$ cat config.mk
export PLATFORM = sky130hd
export DESIGN_NAME = serial_frame_deframer_crc16_flat
export DESIGN_NICKNAME = d
export VERILOG_FILES = /design/src/sfdc16_pkg.sv /design/src/sfdc16_if.sv /design/src/serial_frame_deframer_crc16.sv /design/src/flat_wrapper.sv
export SDC_FILE = /design/constraint.sdc
export NUM_CORES = 1
export LEC_CHECK = 0
export ABC_AREA = 1
export BUFFER_PORTS_ARGS = -buffer_cell sky130_fd_sc_hd__buf_4
export CORE_UTILIZATION = 49
export DETAILED_ROUTE_END_ITERATION = 6
export PLACE_DENSITY = 0.66
export RECOVER_POWER = 100
export SLEW_MARGIN = 10
export SYNTH_ARGS = -nofsm -noshare
export SYNTH_HDL_FRONTEND = slang
export SYNTH_SLANG_ARGS = --single-unit
$ cat constraint.sdc
create_clock -name clk -period 9.2 [get_ports clk]
set_input_delay 2.3 -clock clk [delete_from_list [all_inputs] [get_ports clk]]
set_output_delay 2.3 -clock clk [all_outputs]
set_load 0.02 [all_outputs]
$ cat src/sfdc16_pkg.sv
// Shared constants, status codes, result word type and CRC byte update
// for the serial frame deframer. No dependencies.
package sfdc16_pkg;

  localparam logic [7:0]  HDR_BYTE        = 8'hE6;
  localparam logic [7:0]  TAIL_BYTE       = 8'h6E;
  localparam logic [15:0] DEFAULT_MAX_LEN = 16'd512;
  localparam logic [15:0] CRC_POLY_REFL   = 16'hA001;
  localparam logic [15:0] CRC_XOROUT      = 16'hFFFF;

  typedef enum logic [1:0] {
    ST_VALID  = 2'd0,
    ST_CRC    = 2'd1,
    ST_TAIL   = 2'd2,
    ST_LENGTH = 2'd3
  } status_t;

  typedef enum logic {
    KIND_PAYLOAD = 1'b0,
    KIND_END     = 1'b1
  } kind_t;

  typedef struct packed {
    kind_t       item_kind;
    logic [7:0]  payload_byte;
    logic [15:0] sequence_id;
    logic [7:0]  command_code;
    logic [15:0] payload_length;
    status_t     frame_status;
    logic        last_of_frame;
  } result_t;

  // CRC-16/MAXIM, reflected form, one byte per call
  function automatic logic [15:0] crc_feed(input logic [15:0] crc, input logic [7:0] b);
    logic [15:0] c;
    c = crc ^ {8'h00, b};
    for (int k = 0; k < 8; k++) begin
      if (c[0]) begin
        c = (c >> 1) ^ CRC_POLY_REFL;
      end else begin
        c = c >> 1;
      end
    end
    return c;
  endfunction

endpackage

$ cat src/sfdc16_if.sv
// Valid/ready channel interfaces for the deframer: received byte stream in,
// result words out. Depends on nothing.
interface sfdc16_rx_if;
  logic       valid;
  logic       ready;
  logic [7:0] rx_byte;

  modport source (output valid, output rx_byte, input ready);
  modport sink   (input valid, input rx_byte, output ready);
endinterface

interface sfdc16_item_if;
  logic        valid;
  logic        ready;
  logic        item_kind;
  logic [7:0]  payload_byte;
  logic [15:0] sequence_id;
  logic [7:0]  command_code;
  logic [15:0] payload_length;
  logic [1:0]  frame_status;
  logic        last_of_frame;

  modport source (output valid, output item_kind, output payload_byte, output sequence_id,
                  output command_code, output payload_length, output frame_status,
                  output last_of_frame, input ready);
  modport sink   (input valid, input item_kind, input payload_byte, input sequence_id,
                  input command_code, input payload_length, input frame_status,
                  input last_of_frame, output ready);
endinterface

$ cat src/serial_frame_deframer_crc16.sv
// Serial frame deframer with CRC-16/MAXIM check: header hunt, field capture,
// payload pass-through, tail check. Depends on sfdc16_pkg and sfdc16_if.
// Throughput: one received byte per cycle; input stalls only when the two-entry
//   output queue is full. A word is registered and is on the output the cycle
//   after its byte is taken if the queue is empty; queued words go out first.
// Reset (rst, synchronous): hunting, held fields and CRC cleared, queue empty, limit 512.
module serial_frame_deframer_crc16 (
  input  logic                 clk,
  input  logic                 rst,
  input  logic                 cfg_we,
  input  logic [15:0]          cfg_wdata,
  sfdc16_rx_if.sink            rx,
  sfdc16_item_if.source        items
);

  typedef enum logic [12:0] {
    PH_HUNT0     = 13'b0000000000001,
    PH_HUNT1     = 13'b0000000000010,
    PH_SEQ_HI    = 13'b0000000000100,
    PH_SEQ_LO    = 13'b0000000001000,
    PH_CMD       = 13'b0000000010000,
    PH_LEN_HI    = 13'b0000000100000,
    PH_LEN_LO    = 13'b0000001000000,
    PH_PAYLOAD   = 13'b0000010000000,
    PH_CRC_HI    = 13'b0000100000000,
    PH_CRC_LO    = 13'b0001000000000,
    PH_TAIL1     = 13'b0010000000000,
    PH_TAIL2_OK  = 13'b0100000000000,
    PH_TAIL2_BAD = 13'b1000000000000
  } phase_t;

  logic [15:0] max_len;
  phase_t      phase, phase_next;
  logic [15:0] held_sequence, seq_next;
  logic [7:0]  held_command, cmd_next;
  logic [15:0] held_length, len_next;
  logic [15:0] bytes_left, left_next;
  logic [15:0] running_crc, crc_next;
  logic [15:0] received_crc, rcrc_next;

  logic                 accept;
  logic                 emit;
  sfdc16_pkg::result_t  res_new;
  sfdc16_pkg::kind_t    res_kind;
  logic [7:0]           res_byte;
  sfdc16_pkg::status_t  res_status;
  logic [7:0]           b;
  logic [15:0]          crc_upd;
  logic [15:0]          len_cat;

  sfdc16_pkg::result_t  q0, q1;
  logic [1:0]           q_cnt;
  logic                 push, pop;

  assign b       = rx.rx_byte;
  assign accept  = rx.valid && rx.ready;
  assign crc_upd = sfdc16_pkg::crc_feed(running_crc, b);
  assign len_cat = {held_length[15:8], b};

  always_comb begin
    phase_next = phase;
    seq_next   = held_sequence;
    cmd_next   = held_command;
    len_next   = held_length;
    left_next  = bytes_left;
    crc_next   = running_crc;
    rcrc_next  = received_crc;
    emit       = 1'b0;
    res_kind   = sfdc16_pkg::KIND_PAYLOAD;
    res_byte   = 8'h00;
    res_status = sfdc16_pkg::ST_VALID;
    unique case (phase)
      PH_HUNT1: begin
        phase_next = (b == sfdc16_pkg::HDR_BYTE) ? PH_SEQ_HI : PH_HUNT0;
        crc_next   = 16'h0000;
      end
      PH_SEQ_HI: begin
        crc_next   = crc_upd;
        seq_next   = {b, 8'h00};
        phase_next = PH_SEQ_LO;
      end
      PH_SEQ_LO: begin
        crc_next   = crc_upd;
        seq_next   = {held_sequence[15:8], b};
        phase_next = PH_CMD;
      end
      PH_CMD: begin
        crc_next   = crc_upd;
        cmd_next   = b;
        phase_next = PH_LEN_HI;
      end
      PH_LEN_HI: begin
        crc_next   = crc_upd;
        len_next   = {b, 8'h00};
        phase_next = PH_LEN_LO;
      end
      PH_LEN_LO: begin
        crc_next = crc_upd;
        len_next = len_cat;
        if (len_cat > max_len) begin
          // oversize frame: report and hunt again
          phase_next = PH_HUNT0;
          emit       = 1'b1;
          res_kind   = sfdc16_pkg::KIND_END;
          res_status = sfdc16_pkg::ST_LENGTH;
        end else begin
          left_next  = len_cat;
          phase_next = (len_cat == 16'h0000) ? PH_CRC_HI : PH_PAYLOAD;
        end
      end
      PH_PAYLOAD: begin
        crc_next  = crc_upd;
        left_next = bytes_left - 16'd1;
        if (bytes_left == 16'd1) begin
          phase_next = PH_CRC_HI;
        end
        emit     = 1'b1;
        res_byte = b;
      end
      PH_CRC_HI: begin
        rcrc_next  = {b, 8'h00};
        phase_next = PH_CRC_LO;
      end
      PH_CRC_LO: begin
        rcrc_next  = {received_crc[15:8], b};
        phase_next = PH_TAIL1;
      end
      PH_TAIL1: begin
        phase_next = (b == sfdc16_pkg::TAIL_BYTE) ? PH_TAIL2_OK : PH_TAIL2_BAD;
      end
      PH_TAIL2_OK, PH_TAIL2_BAD: begin
        // tail error takes priority over checksum mismatch
        if (phase == PH_TAIL2_BAD || b != sfdc16_pkg::TAIL_BYTE) begin
          res_status = sfdc16_pkg::ST_TAIL;
        end else if ((running_crc ^ sfdc16_pkg::CRC_XOROUT) != received_crc) begin
          res_status = sfdc16_pkg::ST_CRC;
        end else begin
          res_status = sfdc16_pkg::ST_VALID;
        end
        phase_next = PH_HUNT0;
        emit       = 1'b1;
        res_kind   = sfdc16_pkg::KIND_END;
      end
      default: begin
        phase_next = (b == sfdc16_pkg::HDR_BYTE) ? PH_HUNT1 : PH_HUNT0;
      end
    endcase
  end

  always_comb begin
    res_new.item_kind      = res_kind;
    res_new.payload_byte   = res_byte;
    res_new.sequence_id    = seq_next;
    res_new.command_code   = cmd_next;
    res_new.payload_length = len_next;
    res_new.frame_status   = res_status;
    res_new.last_of_frame  = (res_kind == sfdc16_pkg::KIND_END);
  end

  always_ff @(posedge clk) begin
    if (rst) begin
      max_len <= sfdc16_pkg::DEFAULT_MAX_LEN;
    end else if (cfg_we) begin
      max_len <= cfg_wdata;
    end
  end

  always_ff @(posedge clk) begin
    if (rst) begin
      phase         <= PH_HUNT0;
      held_sequence <= 16'h0000;
      held_command  <= 8'h00;
      held_length   <= 16'h0000;
      bytes_left    <= 16'h0000;
      running_crc   <= 16'h0000;
      received_crc  <= 16'h0000;
    end else if (accept) begin
      phase         <= phase_next;
      held_sequence <= seq_next;
      held_command  <= cmd_next;
      held_length   <= len_next;
      bytes_left    <= left_next;
      running_crc   <= crc_next;
      received_crc  <= rcrc_next;
    end
  end

  // two-entry output queue; head word drives the port
  assign push     = accept && emit;
  assign pop      = items.valid && items.ready;
  assign rx.ready = (q_cnt != 2'd2);

  always_ff @(posedge clk) begin
    if (rst) begin
      q_cnt <= 2'd0;
    end else begin
      q_cnt <= q_cnt + {1'b0, push} - {1'b0, pop};
    end
  end

  always_ff @(posedge clk) begin
    if (push && pop) begin
      if (q_cnt == 2'd1) begin
        q0 <= res_new;
      end else begin
        q0 <= q1;
        q1 <= res_new;
      end
    end else if (push) begin
      if (q_cnt == 2'd0) begin
        q0 <= res_new;
      end else begin
        q1 <= res_new;
      end
    end else if (pop) begin
      q0 <= q1;
    end
  end

  assign items.valid          = (q_cnt != 2'd0);
  assign items.item_kind      = q0.item_kind;
  assign items.payload_byte   = q0.payload_byte;
  assign items.sequence_id    = q0.sequence_id;
  assign items.command_code   = q0.command_code;
  assign items.payload_length = q0.payload_length;
  assign items.frame_status   = q0.frame_status;
  assign items.last_of_frame  = q0.last_of_frame;

  // payload phase always has at least one byte outstanding
  a_left_nonzero: assert property (@(posedge clk) disable iff (rst)
    phase == PH_PAYLOAD |-> bytes_left != 16'h0000)
    else $error("payload phase entered with no bytes left");

  // a frame end always sends the parser back to hunting
  a_end_hunts: assert property (@(posedge clk) disable iff (rst)
    push && res_new.last_of_frame |=> phase == PH_HUNT0)
    else $error("frame end did not return to hunting");

  // payload words come only from the payload phase
  a_payload_src: assert property (@(posedge clk) disable iff (rst)
    push && res_new.item_kind == sfdc16_pkg::KIND_PAYLOAD |-> phase == PH_PAYLOAD)
    else $error("payload word outside payload phase");

  // queue never overfills
  a_queue_bound: assert property (@(posedge clk) disable iff (rst)
    q_cnt == 2'd2 && !pop |=> q_cnt == 2'd2)
    else $error("output queue lost a word");

endmodule
$ cat src/flat_wrapper.sv
// flat-port wrapper written by rule: the top's interface ports become plain ports
module serial_frame_deframer_crc16_flat 
  (clk, rst, cfg_we, cfg_wdata, rx_valid, rx_rx_byte, rx_ready, items_valid, items_item_kind, items_payload_byte, items_sequence_id, items_command_code, items_payload_length, items_frame_status, items_last_of_frame, items_ready);
  sfdc16_rx_if rx_i ();
  sfdc16_item_if items_i ();
  input  logic clk;
  input  logic rst;
  input  logic cfg_we;
  input  logic [15:0] cfg_wdata;
  input wire logic [$bits(rx_i.valid)-1:0] rx_valid;
  input wire logic [$bits(rx_i.rx_byte)-1:0] rx_rx_byte;
  output wire logic [$bits(rx_i.ready)-1:0] rx_ready;
  output wire logic [$bits(items_i.valid)-1:0] items_valid;
  output wire logic [$bits(items_i.item_kind)-1:0] items_item_kind;
  output wire logic [$bits(items_i.payload_byte)-1:0] items_payload_byte;
  output wire logic [$bits(items_i.sequence_id)-1:0] items_sequence_id;
  output wire logic [$bits(items_i.command_code)-1:0] items_command_code;
  output wire logic [$bits(items_i.payload_length)-1:0] items_payload_length;
  output wire logic [$bits(items_i.frame_status)-1:0] items_frame_status;
  output wire logic [$bits(items_i.last_of_frame)-1:0] items_last_of_frame;
  input wire logic [$bits(items_i.ready)-1:0] items_ready;
  assign rx_i.valid = rx_valid;
  assign rx_i.rx_byte = rx_rx_byte;
  assign rx_ready = rx_i.ready;
  assign items_valid = items_i.valid;
  assign items_item_kind = items_i.item_kind;
  assign items_payload_byte = items_i.payload_byte;
  assign items_sequence_id = items_i.sequence_id;
  assign items_command_code = items_i.command_code;
  assign items_payload_length = items_i.payload_length;
  assign items_frame_status = items_i.frame_status;
  assign items_last_of_frame = items_i.last_of_frame;
  assign items_i.ready = items_ready;
  serial_frame_deframer_crc16 u_core (.clk(clk), .rst(rst), .cfg_we(cfg_we), .cfg_wdata(cfg_wdata), .rx(rx_i), .items(items_i));
endmodule
==> flow_summary.yaml <==
route:
  vias: 10100
  wl_um: 29900
  viasPerCell: 5.39
  first_pass_iters: 6
  wl_per_cell_um: 15.9
  ant_nets: 0
  dr.first_iter.drc_count: 836
  drc_errors: 0
layout:
  fillers: 2169
  most-common-layout-cells: "nand2_1, inv_1, o21ai_0"
  drive_gt1_share_pct: 6.58
  syn2layout_area_growth_pct: 11.4
  antenna-diode-count: 0
  final_common_cell: "nand2_1"
  finalNetCount: 1594
clock_tree:
  cts_tree: "done"
  clock_path_buffers: 3
  root_buffer: "clkbuf_16"
  cts_resized: 0
  htreeDepth: 1
  clk_latency_ns: 0.53
  cts_sinks: 221
  clkTransAtPathRegs_ns: 0.06
  ctsHoldBuffers: 0
  postCtsSetupBuffers: 0
  cts_buffers: 25
sta:
  fin_setup_tns_ns: 0
  setup_ws_ns: 2.49
  hold_viol_final: 0
  clock.fmax_ghz: 0.149
  worstMarginPinSlew_ns: 3.08
  setup_viol: 0
  final.min_clock_period_ns: 6.71
  maxSlewViolCount: 76
  rsz0062_at_grt: "false"
  finalCritPeriodShare_pct: 72.9
  skew_ns: 0.0106
  relSlewSlack_pct: -106
critical_path:
  start_kind: "primary input"
  reg2reg_depth: 9
  crit_path_top_delay_cell: "clkbuf_1"
  endpoint_kind: "flip-flop"
  reg2reg_slack_ns: 3.74
  cp.arrival_ns: 6.96
  worstPathMaxFanout: 75
  critPathKind: "in -> reg"
  crit_chain: "clkbuf_4, nand2_1, clkbuf_1, inv_1, clkbuf_1, nand2_1, o21ai_0, o211a_1, buf_4"
  cpPeakStageDelay_ns: 2.16
  crit_required_ns: 9.45
die:
  dieArea_mm2: 0.0241
  num_rows: 55
  start_util_pct: 50.4
  io_pins: 83
  coreArea_mm2: 0.0228
  die_h_um: 155
  chipWidth_um: 155
run_status:
  run_status: "finished, violations left"
  violations: "max-capacitance violations, max-slew violations"
synthesis:
  yosysTopAreaCell: "edfxtp_1"
  synth-simple-area-share_pct: 26.7
  synthXorXnorAreaFrac_pct: 2.51
  syn_inst: 1503
  ys_ff_latch: 221
  synth-compound-area-share_pct: 12.9
  synth_fa_ha_area_share_pct: 2.06
  avgSynthCellArea_um2: 7.66
  synthMuxAreaShare_pct: 0
  synthTopCellsByArea: "edfxtp_1, dfxtp_1, nand2_1"
  ys_seq_area_share_pct: 47.3
  synth_top_family_by_area: "simple AND/OR/NAND/NOR gates"
  synth_area_mm2: 0.0115
  ys_types: 43
  synth_nets: 1551
  synth_warnings: 0
  netlist.area_leader.share_pct: 26.6
global_routing:
  grt_pass1_vias: 9235
  grt-ovfl-total: 0
  grt.total_usage_pct: 25.3
  grt_max_degree: 80
  grt_pass1_wl_um: 48400
  antenna_found_initial: 0
worst_hold_path:
  min_path_type: "reg -> reg"
  min_path_cells: 2
power_and_ir_drop:
  vdd.ir_drop.worst_mv: 0.151
  static-leakage-power_nw: 5.57
  p_per_area_mw_per_mm2: 193
placed_design:
  numPortBuffers: 82
  dp_slack_ns: 3.50
  gp_routability_congestion: 0.868
  dp_hpwl_um: 19100
run:
  drv_cap: 1
==> cells in the mapped netlist, drive strengths merged <==
cell / instances
o22ai: 16
o21ai: 133
nand2: 443
buf: 36
nor3: 13
a21oi: 122
ha: 19
nor2: 106
dfxtp: 119
a21boi: 2
clkbuf: 39
a21o: 1
o211a: 1
nand3b: 1
o21a: 1
a31oi: 3
o21bai: 1
inv: 154
clkinv: 8
edfxtp: 102
a211oi: 1
nand4: 14
or2: 1
o2111ai: 1
nor4: 6
nand3: 127
xor2: 23
xnor2: 10
==> stage by stage <==
step           instances  utilization (%)  cell area, µm²  power, mW  hold WS, ns
4_1_cts             1878             57.5           13100       2.51        0.465
6_report            1878             56.2           12800       2.47        0.459
3_5_place_dp        1832             53.6           12200       1.45        0.456
3_3_place_gp        1832             53.6           12200       1.44        0.454
2_1_floorplan       1503                -           11500       1.34        0.433
5_1_grt             1878             56.2           12800       2.57        0.480
==> cells by family after synthesis <==
logic type | after synthesis
buffers and inverters | 237
adder cells (fa/ha/maj) | 19
AO/OA/AOI/OAI | 282
flip-flops | 221
XOR/XNOR | 33
AND/OR/NAND/NOR | 711
==> final timing paths <==
path / startpoint / end
min: u_core.max_len[15] / u_core.max_len[15]
max: rx_valid / u_core.q1[29]
min reg2reg: u_core.max_len[15] / u_core.max_len[15]
max reg2reg: u_core.q_cnt[1] / u_core.q1[29]
==> state kept, by name, summed over array words and instances, names as in the netlist, 13 cells and up <==
signal / count
u_core.items.payload_length: 16
u_core.held_sequence: 16
u_core.max_len: 16
u_core.phase: 13
u_core.bytes_left: 16
u_core.held_length: 16
u_core.received_crc: 16
u_core.items.sequence_id: 16
u_core.running_crc: 16
u_core.q1: 51
==> power by group <==
group          switching [mW]  internal, mW
clock network           0.405         0.656
registers              0.0227          1.08
logic                   0.229        0.0793
total                   0.657          1.81
==> metal layers <==
layer | track usage, % | vias up | wire, µm
li1 | - | 5030 | -
met1 | 34.0 | 4662 | 13100
met2 | 42.3 | 368 | 13800
met3 | 3.15 | 57 | 2160
met4 | 8.40 | 0 | 883
met5 | 0 | - | 0
==> layout make-up <==
class,count,area [µm²],area share (%)
flip-flops and latches,221,5450,42.4
multi-input cells,1045,5050,39.4
clock buffers,36,758,5.91
inverters,162,613,4.78
repair buffers,91,439,3.42
well taps,313,392,3.05
clock inverters,10,133,1.03
==> worst max-delay path, delay by kind of cell <==
family	cells	cell delay, ns
simple gates	2	0.37
buf+inv	5	3.43
compound gates	2	0.84
(Power assumes the default switching activity.)
